[src/hdl/lmx_pkg.sv]
package lmx_pkg;

  // Geometry of the 8x8 panel.
  localparam int unsigned COLS       = 8;
  localparam int unsigned ROWS       = 8;
  localparam int unsigned PIXELS     = ROWS * COLS;
  localparam int unsigned COL_W      = $clog2(COLS);
  localparam int unsigned ROW_W      = $clog2(ROWS);
  localparam int unsigned IDX_W      = $clog2(PIXELS);
  localparam int unsigned BYTE_W     = 8;
  localparam int unsigned ROW_ORDER_W = ROWS * ROW_W;

  // Row order after reset: logical rows 0..7 drive physical rows 7,6,5,4,0,1,2,3.
  localparam logic [ROW_ORDER_W-1:0] ROW_ORDER_RESET = 24'h688977;

  // Pixel codes in the frame store.
  localparam logic [BYTE_W-1:0] PX_RED   = 8'd1;
  localparam logic [BYTE_W-1:0] PX_GREEN = 8'd2;
  localparam logic [BYTE_W-1:0] PX_BOTH  = 8'd3;

  // Command codes of an input word.
  typedef enum logic [1:0] {
    CMD_SPI     = 2'd0,
    CMD_CS_HIGH = 2'd1,
    CMD_SCAN    = 2'd2
  } cmd_t;

  // Control carried from the read stage to the result stage.
  typedef struct packed {
    logic [1:0]       kind;
    logic [COL_W-1:0] rp_bank;
    logic [ROW_W-1:0] phys;
  } s1_t;

endpackage

[src/hdl/lmx_if.sv]
// Input word channel.
interface lmx_in_if;
  logic       valid;
  logic       ready;
  logic [1:0] cmd;
  logic [7:0] spi_byte;

  modport source (output valid, output cmd, output spi_byte, input ready);
  modport sink   (input valid, input cmd, input spi_byte, output ready);
endinterface

// Result word channel.
interface lmx_out_if;
  logic       valid;
  logic       ready;
  logic [1:0] kind;
  logic [7:0] spi_reply;
  logic [7:0] red_bits;
  logic [7:0] green_bits;
  logic [7:0] row_drive;

  modport source (output valid, output kind, output spi_reply, output red_bits,
                  output green_bits, output row_drive, input ready);
  modport sink   (input valid, input kind, input spi_reply, input red_bits,
                  input green_bits, input row_drive, output ready);
endinterface

// Row order register write channel.
interface lmx_cfg_if;
  logic        valid;
  logic        ready;
  logic [23:0] data;

  modport source (output valid, output data, input ready);
  modport sink   (input valid, input data, output ready);
endinterface

[src/hdl/lmx_frame_store.sv]
module lmx_frame_store (
  input  logic                                   clk,
  input  logic                                   rst,
  input  logic                                   wr_en,
  input  logic [lmx_pkg::COL_W-1:0]              wr_bank,
  input  logic [lmx_pkg::ROW_W-1:0]              wr_row,
  input  logic [lmx_pkg::BYTE_W-1:0]             wr_data,
  input  logic                                   rd_en,
  input  logic [lmx_pkg::ROW_W-1:0]              rp_row,
  input  logic [lmx_pkg::ROW_W-1:0]              sc_row,
  output logic [lmx_pkg::COLS-1:0][lmx_pkg::BYTE_W-1:0] rp_data,
  output logic [lmx_pkg::COLS-1:0][lmx_pkg::BYTE_W-1:0] sc_data
);

  // One bank per column; each bank holds that column of every row.
  // Port A serves the SPI reply, port B the row scan.
  for (genvar b = 0; b < lmx_pkg::COLS; b++) begin : g_bank
    logic [lmx_pkg::BYTE_W-1:0] mem [lmx_pkg::ROWS];
    logic [lmx_pkg::ROWS-1:0]   vld;
    logic                       bank_we;

    assign bank_we = wr_en && (wr_bank == lmx_pkg::COL_W'(b));

    // Valid bits make a never-written pixel read as zero after reset.
    always_ff @(posedge clk) begin
      if (rst) begin
        vld <= '0;
      end else if (bank_we) begin
        vld[wr_row] <= 1'b1;
      end
    end

    // Write port.
    always_ff @(posedge clk) begin
      if (bank_we) begin
        mem[wr_row] <= wr_data;
      end
    end

    // Registered read ports; they see the contents before this cycle's write.
    always_ff @(posedge clk) begin
      if (rd_en) begin
        rp_data[b] <= vld[rp_row] ? mem[rp_row] : '0;
        sc_data[b] <= vld[sc_row] ? mem[sc_row] : '0;
      end
    end
  end

endmodule

[src/hdl/lmx_result.sv]
module lmx_result (
  input  logic                                          clk,
  input  logic                                          rst,
  input  logic                                          s1_valid,
  input  lmx_pkg::s1_t                                  s1,
  input  logic [lmx_pkg::COLS-1:0][lmx_pkg::BYTE_W-1:0] rp_data,
  input  logic [lmx_pkg::COLS-1:0][lmx_pkg::BYTE_W-1:0] sc_data,
  output logic                                          s1_take,
  lmx_out_if.source                                     result
);

  logic [lmx_pkg::BYTE_W-1:0] reply_next;
  logic [lmx_pkg::COLS-1:0]   red_next;
  logic [lmx_pkg::COLS-1:0]   green_next;
  logic [lmx_pkg::ROWS-1:0]   drive_next;

  // The result register takes a new word when it is empty or being drained.
  assign s1_take = !result.valid || result.ready;

  // Build the result fields for the command in the read stage.
  always_comb begin
    reply_next = '0;
    red_next   = '0;
    green_next = '0;
    drive_next = '0;
    case (s1.kind)
      lmx_pkg::CMD_SPI: begin
        reply_next = rp_data[s1.rp_bank];
      end
      lmx_pkg::CMD_SCAN: begin
        for (int i = 0; i < lmx_pkg::COLS; i++) begin
          red_next[i]   = (sc_data[i] == lmx_pkg::PX_RED) ||
                          (sc_data[i] == lmx_pkg::PX_BOTH);
          green_next[i] = (sc_data[i] == lmx_pkg::PX_GREEN) ||
                          (sc_data[i] == lmx_pkg::PX_BOTH);
        end
        drive_next = lmx_pkg::ROWS'(1) << s1.phys;
      end
      default: begin
        reply_next = '0;
      end
    endcase
  end

  // Result valid flag.
  always_ff @(posedge clk) begin
    if (rst) begin
      result.valid <= 1'b0;
    end else if (s1_take) begin
      result.valid <= s1_valid;
    end
  end

  // Result payload.
  always_ff @(posedge clk) begin
    if (s1_valid && s1_take) begin
      result.kind       <= s1.kind;
      result.spi_reply  <= reply_next;
      result.red_bits   <= red_next;
      result.green_bits <= green_next;
      result.row_drive  <= drive_next;
    end
  end

endmodule

[src/hdl/spi_led_matrix_frame_scanner.sv]
// A word is registered in the read stage, then in the result register. Throughput:
// one word per cycle unless the result stalls; the frame store has a reply read port,
// a scan read port and a write port per column bank, so words never wait for a port.
// Reset (synchronous, active high) empties the pipeline, sets the write index and
// scan row to zero, loads the default row order and clears the frame store at once.
module spi_led_matrix_frame_scanner (
  input  logic       clk,
  input  logic       rst,
  lmx_in_if.sink     item,
  lmx_cfg_if.sink    cfg,
  lmx_out_if.source  result
);

  logic                                          accept;
  logic                                          is_spi;
  logic [lmx_pkg::IDX_W-1:0]                     write_index;
  logic [lmx_pkg::IDX_W-1:0]                     write_index_next;
  logic [lmx_pkg::IDX_W-1:0]                     index_plus;
  logic [lmx_pkg::ROW_W-1:0]                     scan_row;
  logic [lmx_pkg::ROW_ORDER_W-1:0]               row_order;
  logic                                          s1_valid;
  lmx_pkg::s1_t                                  s1;
  logic                                          s1_take;
  logic [lmx_pkg::COLS-1:0][lmx_pkg::BYTE_W-1:0] rp_data;
  logic [lmx_pkg::COLS-1:0][lmx_pkg::BYTE_W-1:0] sc_data;

  // Input handshake: the read stage frees up when it is empty or moves on.
  assign item.ready = !s1_valid || s1_take;
  assign accept     = item.valid && item.ready;
  assign is_spi     = item.cmd == lmx_pkg::CMD_SPI;
  assign index_plus = write_index + lmx_pkg::IDX_W'(1);
  assign cfg.ready  = 1'b1;

  // Write index: advances per SPI word, back to zero on chip select release.
  always_comb begin
    write_index_next = write_index;
    case (item.cmd)
      lmx_pkg::CMD_SPI:     write_index_next = index_plus;
      lmx_pkg::CMD_CS_HIGH: write_index_next = '0;
      default:              write_index_next = write_index;
    endcase
  end

  always_ff @(posedge clk) begin
    if (rst) begin
      write_index <= '0;
      scan_row    <= '0;
    end else if (accept) begin
      write_index <= write_index_next;
      if (item.cmd == lmx_pkg::CMD_SCAN) begin
        scan_row <= scan_row + lmx_pkg::ROW_W'(1);
      end
    end
  end

  // Row order register.
  always_ff @(posedge clk) begin
    if (rst) begin
      row_order <= lmx_pkg::ROW_ORDER_RESET;
    end else if (cfg.valid) begin
      row_order <= cfg.data;
    end
  end

  // Read stage control.
  always_ff @(posedge clk) begin
    if (rst) begin
      s1_valid <= 1'b0;
    end else if (item.ready) begin
      s1_valid <= item.valid;
    end
  end

  always_ff @(posedge clk) begin
    if (accept) begin
      s1.kind    <= item.cmd;
      s1.rp_bank <= ~index_plus[lmx_pkg::COL_W-1:0];
      s1.phys    <= row_order[lmx_pkg::ROW_W*scan_row +: lmx_pkg::ROW_W];
    end
  end

  // Frame store: column mirrored on write, reply read at the next mirrored slot.
  lmx_frame_store u_store (
    .clk     (clk),
    .rst     (rst),
    .wr_en   (accept && is_spi),
    .wr_bank (~write_index[lmx_pkg::COL_W-1:0]),
    .wr_row  (write_index[lmx_pkg::IDX_W-1:lmx_pkg::COL_W]),
    .wr_data (item.spi_byte),
    .rd_en   (accept),
    .rp_row  (index_plus[lmx_pkg::IDX_W-1:lmx_pkg::COL_W]),
    .sc_row  (scan_row),
    .rp_data (rp_data),
    .sc_data (sc_data)
  );

  lmx_result u_result (
    .clk      (clk),
    .rst      (rst),
    .s1_valid (s1_valid),
    .s1       (s1),
    .rp_data  (rp_data),
    .sc_data  (sc_data),
    .s1_take  (s1_take),
    .result   (result)
  );

  // A scan result drives exactly one row; other results drive none.
  a_scan_onehot: assert property (@(posedge clk) disable iff (rst)
    result.valid && (result.kind == lmx_pkg::CMD_SCAN) |-> $onehot(result.row_drive))
    else $error("scan result does not drive exactly one row");

  a_idle_dark: assert property (@(posedge clk) disable iff (rst)
    result.valid && (result.kind != lmx_pkg::CMD_SCAN) |->
      (result.row_drive == '0) && (result.red_bits == '0) && (result.green_bits == '0))
    else $error("non-scan result lights lamps");

  // The write index steps by one per accepted SPI word.
  a_index_step: assert property (@(posedge clk) disable iff (rst)
    accept && is_spi |=> write_index == $past(index_plus))
    else $error("write index did not advance");

  // Chip select release returns the index to the first pixel.
  a_cs_clear: assert property (@(posedge clk) disable iff (rst)
    accept && (item.cmd == lmx_pkg::CMD_CS_HIGH) |=> write_index == '0)
    else $error("write index not cleared by chip select release");

  // A waiting result holds the read stage in place.
  a_stall_hold: assert property (@(posedge clk) disable iff (rst)
    s1_valid && !s1_take |=> s1_valid && $stable(s1))
    else $error("read stage changed while stalled");

endmodule
[src/flat_wrapper.sv]
// flat-port wrapper written by rule: the top's interface ports become plain ports
module spi_led_matrix_frame_scanner_flat 
  (clk, rst, item_valid, item_cmd, item_spi_byte, item_ready, cfg_valid, cfg_data, cfg_ready, result_valid, result_kind, result_spi_reply, result_red_bits, result_green_bits, result_row_drive, result_ready);
  lmx_in_if item_i ();
  lmx_cfg_if cfg_i ();
  lmx_out_if result_i ();
  input  logic clk;
  input  logic rst;
  input wire logic [$bits(item_i.valid)-1:0] item_valid;
  input wire logic [$bits(item_i.cmd)-1:0] item_cmd;
  input wire logic [$bits(item_i.spi_byte)-1:0] item_spi_byte;
  output wire logic [$bits(item_i.ready)-1:0] item_ready;
  input wire logic [$bits(cfg_i.valid)-1:0] cfg_valid;
  input wire logic [$bits(cfg_i.data)-1:0] cfg_data;
  output wire logic [$bits(cfg_i.ready)-1:0] cfg_ready;
  output wire logic [$bits(result_i.valid)-1:0] result_valid;
  output wire logic [$bits(result_i.kind)-1:0] result_kind;
  output wire logic [$bits(result_i.spi_reply)-1:0] result_spi_reply;
  output wire logic [$bits(result_i.red_bits)-1:0] result_red_bits;
  output wire logic [$bits(result_i.green_bits)-1:0] result_green_bits;
  output wire logic [$bits(result_i.row_drive)-1:0] result_row_drive;
  input wire logic [$bits(result_i.ready)-1:0] result_ready;
  assign item_i.valid = item_valid;
  assign item_i.cmd = item_cmd;
  assign item_i.spi_byte = item_spi_byte;
  assign item_ready = item_i.ready;
  assign cfg_i.valid = cfg_valid;
  assign cfg_i.data = cfg_data;
  assign cfg_ready = cfg_i.ready;
  assign result_valid = result_i.valid;
  assign result_kind = result_i.kind;
  assign result_spi_reply = result_i.spi_reply;
  assign result_red_bits = result_i.red_bits;
  assign result_green_bits = result_i.green_bits;
  assign result_row_drive = result_i.row_drive;
  assign result_i.ready = result_ready;
  spi_led_matrix_frame_scanner u_core (.clk(clk), .rst(rst), .item(item_i), .cfg(cfg_i), .result(result_i));
endmodule
[config.mk]
export PLATFORM = sky130hd
export DESIGN_NAME = spi_led_matrix_frame_scanner_flat
export DESIGN_NICKNAME = d
export VERILOG_FILES = /design/src/hdl/lmx_pkg.sv /design/src/hdl/lmx_if.sv /design/src/hdl/lmx_frame_store.sv /design/src/hdl/lmx_result.sv /design/src/hdl/spi_led_matrix_frame_scanner.sv /design/src/flat_wrapper.sv
export SDC_FILE = /design/constraint.sdc
export NUM_CORES = 1
export LEC_CHECK = 0
export CAP_MARGIN = 15
export CORE_MARGIN = 2
export CORE_UTILIZATION = 25
export DETAILED_ROUTE_END_ITERATION = 6
export DONT_BUFFER_PORTS = 1
export HOLD_SLACK_MARGIN = 0.05
export SLEW_MARGIN = 15
export SYNTH_ARGS = -nofsm -noshare
export SYNTH_HDL_FRONTEND = slang
export SYNTH_SLANG_ARGS = --single-unit
[constraint.sdc]
create_clock -name clk -period 4 [get_ports clk]
set_clock_uncertainty 0.05 [all_clocks]
set_input_delay 0.2 -clock clk [delete_from_list [all_inputs] [get_ports clk]]
set_output_delay 0.2 -clock clk [all_outputs]
set_load 0.01 [all_outputs]
==> results of run 1 <==
[worst register-to-register path: stages, from the launching register on]
cell and delay [ns]:
dfxtp_1 0.49, ha_1 0.28, nand3_1 0.34, xnor2_4 0.82, nor2_4 0.24, buf_4 0.34, a22o_1 0.29, o311a_1 0.29
[cell type report]
class,count,area (um^2)
fillers,13400,96310
inverters,24,90.09
diodes,2,5.005
well taps,1794,2245
flip-flops and latches,781,22480
repair buffers,191,1917
clock buffers,119,2337
multi-input cells,1319,11200
clock inverters,37,396.6
[state kept, by name (all words and copies together), names as in the netlist]
name and cells:
u_core.u_store.g_bank.vld 64, u_core.u_store.g_bank.mem 512, u_core.row_order 24, u_core.s1_valid 1, u_core.scan_row 3, u_core.u_result.result.red_bits 8
u_core.u_result.result.spi_reply 8, u_core.u_store.rp_data 64, u_core.u_store.sc_data 64, u_core.s1 8, u_core.u_result.result.kind 2, u_core.u_result.result.valid 1
u_core.u_result.result.row_drive 8, u_core.u_result.result.green_bits 8, u_core.write_index 6
[power by group]
part / total (uW) / internal [uW] / leakage [uW] / switching [uW]
Combinational: 591 / 255 / 0.00449 / 337
Clock: 7730 / 4540 / 0.00133 / 3190
Sequential: 9040 / 8940 / 0.00712 / 99.8
[cell usage after synthesis, types with 9 or more instances]
library cell  instances  area [um^2]
nor4_1                9        56.30
nor2b_1              15        93.84
o21ai_0              67        335.3
nand2_1             203        762.0
dfxtp_1              99         1982
buf_1                24        90.09
a22o_1               64        560.5
mux2_1               19        214.0
clkbuf_1             81        304.0
o311a_1              64        640.6
edfxtp_1            682        20480
mux2_2               11        123.9
nor2_1              303         1137
mux2i_1             158         1582
mux4_2              174         3919
nor3_1                9        45.04
inv_1                23        86.33
a21oi_1              21        105.1
a32oi_1              64        560.5
nand3_1              74        370.4
a211o_1              12        105.1
buf_2                39        195.2
[kinds of logic (layout without fill, tap and decap cells)]
kind of cell               Yosys count  in the layout  share of synthesized area, %
other                                1              3                       0.01091
muxes                              367            367                         17.20
adders and majority gates            7              7                        0.2547
DFF                                781            781                         65.33
AOI/OAI and AO/OA                  302            302                         6.955
buffers and inverters              184            371                         2.413
xor gates and xnor gates             5              5                        0.1711
and+or+nand+nor                    637            637                         7.664
[worst paths after layout]
| check | end | depth (start not counted) | slack, ns |
|---|---|---|---|
| max reg2reg | u_core.u_store.rp_data[54]$_SDFFCE_PN0P_ | 7 | 0.61 |
| max | u_core.u_store.rp_data[54]$_SDFFCE_PN0P_ | 7 | 0.61 |
| min reg2reg | u_core.u_store.g_bank[5].vld[3]$_SDFFE_PP0P_ | 2 | 0.44 |
| min | u_core.write_index[0]$_SDFFE_PP0P_ | 3 | 0.09 |
[layout by cell type, fill, tap and decap left out, drive strengths merged, types with 2 or more instances in the layout]
cell type	Yosys	layout
a211o	12	12
a21oi	21	21
a22o	64	64
a31oi	2	2
a32oi	64	64
and2	3	3
and3	3	3
buf	79	130
bufinv	0	7
clkbuf	81	119
clkinv	1	26
clkinvlp	0	2
dfxtp	99	99
diode	0	2
dlygate4sd3	0	61
edfxtp	682	682
ha	7	7
inv	23	26
mux2	35	35
mux2i	158	158
mux4	174	174
nand2	203	203
nand2b	5	5
nand3	76	76
nand4	6	6
nor2	303	303
nor2b	15	15
nor3	9	9
nor4	9	9
o21ai	68	68
o21ba	3	3
o2bb2ai	2	2
o311a	64	64
xnor2	2	2
xor2	3	3
[stage by stage]
step           instances  power, uW  setup slack (ns)  util (%)
6_report            4267      17360            0.6092     29.69
5_1_grt             4265      17850            0.4713     29.69
4_1_cts             4264      17500            0.6766     29.68
3_5_place_dp        4038       9610            0.7007     27.06
3_3_place_gp        4038       9608            0.7541     27.06
2_1_floorplan       2284       9464            0.6263         -
[routing by layer]
layer	wire length [um]	up-vias	part of all wire, %	global-route usage, %
li1	-	9208	-	-
met1	41230	11000	41	18.67
met2	47340	1081	47	22.53
met3	8857	204	8.8	2.903
met4	3234	0	3.2	4.778
met5	0	-	0	0
==> results.md, run 1 <==
* # port buffers at 0
* Main flop type after synthesis: edfxtp_1
* Global-route wire length before repair at 146.1 mm
* CP max stage delay at 0.82 ns
* Gpl congestion at 0.8396
* # nets final at 2446
* Final setup viols at 0
* Seq/Total Area, Yosys at 65.33%
* H-tree depth at 3
* Setup TNS Final at 0 ns
* GRT overflow at 0
* Initial Util at 25.10%
* Routed Antenna Nets at 0
* Post-CTS sizing at 0
* DP HPWL at 60.86 mm
* PD cells at 426.9 nW/um^2
* Max-capacitance violation count at 0
* CTS hold repair buffers at 70
* Area post-placement at 37070 um^2
* TritonRoute pass-1 iters at 6
* Max IR drop VDD at 0.0002767 V
* Routed len/inst at 23.59 um
* Via-per-instance ratio at 5.037
* R2r startpoint: u_core.write_index[0]$_SDFFE_PP0P_
* Clock sinks at 781
* Critical path type: flip-flop to flip-flop
* Die height at 374.8 um
* Leak at 0.01295 uW
* IO Pins at 76
* Post-synth EDFFs at 682
* Postcts setup bufs at 0
* Critical path peak fanout at 20
* Synth Register Bits at 781
* Status: completed
* CTS buffer count at 83
* Worst setup SP type: flip-flop
* Crit path DAT at 3.73 ns
* Average cell area after synthesis at 15.05 um^2
* Hold/Removal Path Class: primary input to flip-flop
* Layout cells sized above 1 at 18.58%
* Root buffer cell: clkbuf_16
* Iter 0 DRT Violations at 2233
* Slew Limit Fails at 0
* CTS tree: yes
* Synth-to-layout area growth at 18.30%
* Worst-Skew Late Latency at 0.65 ns
* Die width at 374.8 um
* WP data required at 4.34 ns
* # DRC at 0
* Max Clock Freq at 294.9 MHz
* CP max stage cell: xnor2_4
* Max_slew headroom at 25.79%
* Final wirelength at 100.7 mm
* Post-route cell area at 40670 um^2
* Worst slew pin tran at 1.109 ns
* Core area at 137000 um^2
* Vias in the first global route at 21570
* FFs w/ async S/R, synth at 0%
* Period utilization at 84.77%
* Largest net degree at the start of global routing at 129
* Full die area at 140500 um^2
* CP Cell Sequence: ha_1 > nand3_1 > xnor2_4 > nor2_4 > buf_4 > a22o_1 > o311a_1
* Syn nets at 2330
* Antenna violations before repair at 1
* Synthesized area at 34380 um^2
* Netlist cell types at 49
* Ys Warns at 0
* Final min period at 3.391 ns
* Hold Crit Start: item_valid
* RSZ-0062 raised after global routing: no
* Hold Slack at 0.09344 ns
* Top cell family by delay on the critical path: XOR/XNOR gates
* # rows at 136
* Critical Path Source: u_core.write_index[0]$_SDFFE_PP0P_
* Worst-path clk slew at 0.06 ns
* Cell count after synthesis at 2284
* Routed vias at 21490
* CP Capture Type: flip-flop
* Clk buf depth at 3
* Worst path bufs/invs at 1
* Final Hold Viols at 0
* Total track usage at 13.98%
(Power assumes the default switching activity.)
==> inputs of run 2 (changes only) <==
==> constraint.sdc (replaced) <==
create_clock -name clk -period 3.1 [get_ports clk]
set_clock_uncertainty 0.05 [all_clocks]
set_input_delay 0.155 -clock clk [delete_from_list [all_inputs] [get_ports clk]]
set_output_delay 0.155 -clock clk [all_outputs]
set_load 0.01 [all_outputs]
==> run 2 against run 1 <==
Effect of this change: global-route usage is essentially flat; register-to-register slack got worse by 0.43 ns; core utilization is 0.32 points higher; sequential share of layout area fell by 0.60 points; sequential power up 29%; critical path depth rose by 1; final cell count increased by 0.73%; count of clock-buffer cells in the layout is 2 lower; clock power is 32% higher; combinational power grew 34%; die area unchanged; setup slack worse by 0.43 ns; highest routed layer is now met5.
==> results.md, run 2 (synthesis results as in run 1) <==
* Worst slew pin tran at 1.042 ns
* Synth-to-layout area growth at 19.59%
* Postcts setup bufs at 0
* Max Clock Freq at 342.9 MHz
* TritonRoute pass-1 iters at 7
* Post-route cell area at 41120 um^2
* Final Hold Viols at 0
* # nets final at 2477
* Worst-Skew Late Latency at 0.66 ns
* Leak at 0.01316 uW
* Most frequent cells in the layout: edfxtp_1, nor2_1, nand2_1
* DP HPWL at 61.02 mm
* CP max stage delay at 0.47 ns
* H-tree depth at 3
* # rows at 136
* CP Capture Type: flip-flop
* Die width at 374.8 um
* Worst slack, placed at 0.1964 ns
* Final WS setup at 0.1836 ns
* Gpl congestion at 0.8574
* GRT overflow at 0
* Final cell count without fillers at 4298
* Area post-placement at 37390 um^2
* Max-capacitance violation count at 0
* Crit Reg-Reg Endpoint: u_core.u_store.rp_data[38]$_SDFFCE_PN0P_
* Critical path peak fanout at 35
* Worst-path clk slew at 0.07 ns
* Global-route wire length before repair at 146.7 mm
* Iter 0 DRT Violations at 2429
* Status: completed
* Clk buf depth at 3
* Total track usage at 14.00%
* Die height at 374.8 um
* Largest net degree at the start of global routing at 100
* Top reg by flops: u_core.u_store.g_bank.mem
* Critical Path Source: u_core.write_index[1]$_SDFFE_PP0P_
* Max_slew headroom at 30.27%
* Routed Antenna Nets at 0
* Final setup viols at 0
* Initial Util at 25.10%
* Leading cell type in the layout, fill and taps excluded: edfxtp_1
* Final min period at 2.916 ns
* Full die area at 140500 um^2
* IO Pins at 76
* Clock sinks at 781
* Critical Path End: u_core.u_store.rp_data[38]$_SDFFCE_PN0P_
* Max reg flops at 512
* Hold/Removal Path Class: primary input to flip-flop
* Critical path type: flip-flop to flip-flop
* Worst Reg-to-Reg Cells at 8
* Crit path DAT at 3.26 ns
* Area of the multi-input gates at 11200 um^2
* CTS buffer count at 84
* Fill cells at 13330
* Routed len/inst at 23.46 um
* Core area at 137000 um^2
* Vias in the first global route at 21530
* Max IR drop VDD at 0.0004313 V
* R2r startpoint: u_core.write_index[1]$_SDFFE_PP0P_
* Post-CTS sizing at 0
* Placed insts at 4065
* Final wirelength at 100.9 mm
* CP Cell Sequence: ha_1 > nand3_1 > xnor2_4 > buf_12 > nor2_4 > buf_4 > a22o_1 > o311a_1
* Antenna violations before repair at 7
* CTS hold repair buffers at 74
* Layout cells sized above 1 at 19.74%
* # port buffers at 0
* PD cells at 551.7 nW/um^2
* Root buffer cell: clkbuf_16
* R2R Setup Slk at 0.18 ns
* Setup TNS Final at 0 ns
* Sequential Area at 22480 um^2
* Via-per-instance ratio at 5.038
* CTS tree: yes
* CP max stage cell: dfxtp_1
* RSZ-0062 raised after global routing: no
* # DRC at 0
* Period utilization at 94.08%
* WP data required at 3.44 ns
* Routed vias at 21650
* Slew Limit Fails at 0
* Worst setup SP type: flip-flop
run 2: changes by cell type in the layout (fill, tap and decap cells not counted), moves of 2 or more:
cell / previous run / this run
buf_12: 12 / 22
clkbuf_16: 87 / 85
clkbuf_2: 0 / 2
dlygate4sd3_1: 61 / 65
clkinv_2: 12 / 9
clkbuf_8: 4 / 7
clkbuf_1: 28 / 23
clkinvlp_4: 2 / 6
clkinv_1: 12 / 9
buf_4: 109 / 125
run 2: cell type report:
| type | count | share of cell area (%) |
|---|---|---|
| sequential | 781 | 54.67 |
| multi-input combinational | 1319 | 27.25 |
| clock buffer | 117 | 5.642 |
| timing repair buffer | 221 | 5.538 |
| tap | 1794 | 5.459 |
| clock inverter | 40 | 1.217 |
| inverter | 24 | 0.2191 |
| antenna | 2 | 0.01217 |
run 2: how the worst min path moves through the flow:
| stage | from | endpoint | slack, ns | cells past startpoint |
|---|---|---|---|---|
| after CTS | cfg_data[4] | u_core.row_order[4]$_SDFFE_PP1P_ | 0.07 | 2 |
| after floorplan | item_cmd[0] | u_core.s1[6]$_DFFE_PP_ | 0.20 | 0 |
| after global placement | rst | u_core.row_order[10]$_SDFFE_PP0P_ | 0.18 | 1 |
| after detailed placement | rst | u_core.row_order[10]$_SDFFE_PP0P_ | 0.18 | 1 |
| final | cfg_valid | u_core.row_order[19]$_SDFFE_PP1P_ | 0.11 | 2 |
| after global routing | cfg_valid | u_core.row_order[19]$_SDFFE_PP1P_ | 0.09 | 2 |
run 2: layer usage:
layer  routed length (um)  global-route usage [%]
met1                41780                   18.87
met2                46960                   22.34
met3                 9068                   3.008
met4                 3023                   4.603
met5                   24                       0
run 2: through the flow:
step	util, %	power [uW]	hold WS [ns]
finish	30.02	22680	0.1060
global route	30.01	23340	0.09349
CTS	30.01	22890	0.07104
detailed placement	27.30	12410	0.1844
global placement	27.30	12410	0.1847
floorplan	-	12210	0.2039
run 2: power by group:
part	internal (uW)	total, uW	switching (uW)
clock	5970	10200	4270
combinational	346	789	443
sequential	11500	11700	118
total	17800	22700	4840
run 2: worst max-delay path: cells and delay by family, from the launching register on:
family                   cells  cell delay, ns
buffers and inverters        2            0.57
XOR/XNOR                     1            0.29
flip-flops                   1            0.47
adder cells (fa/ha/maj)      1            0.28
AND/OR/NAND/NOR              2            0.39
AO/OA/AOI/OAI                2            0.59
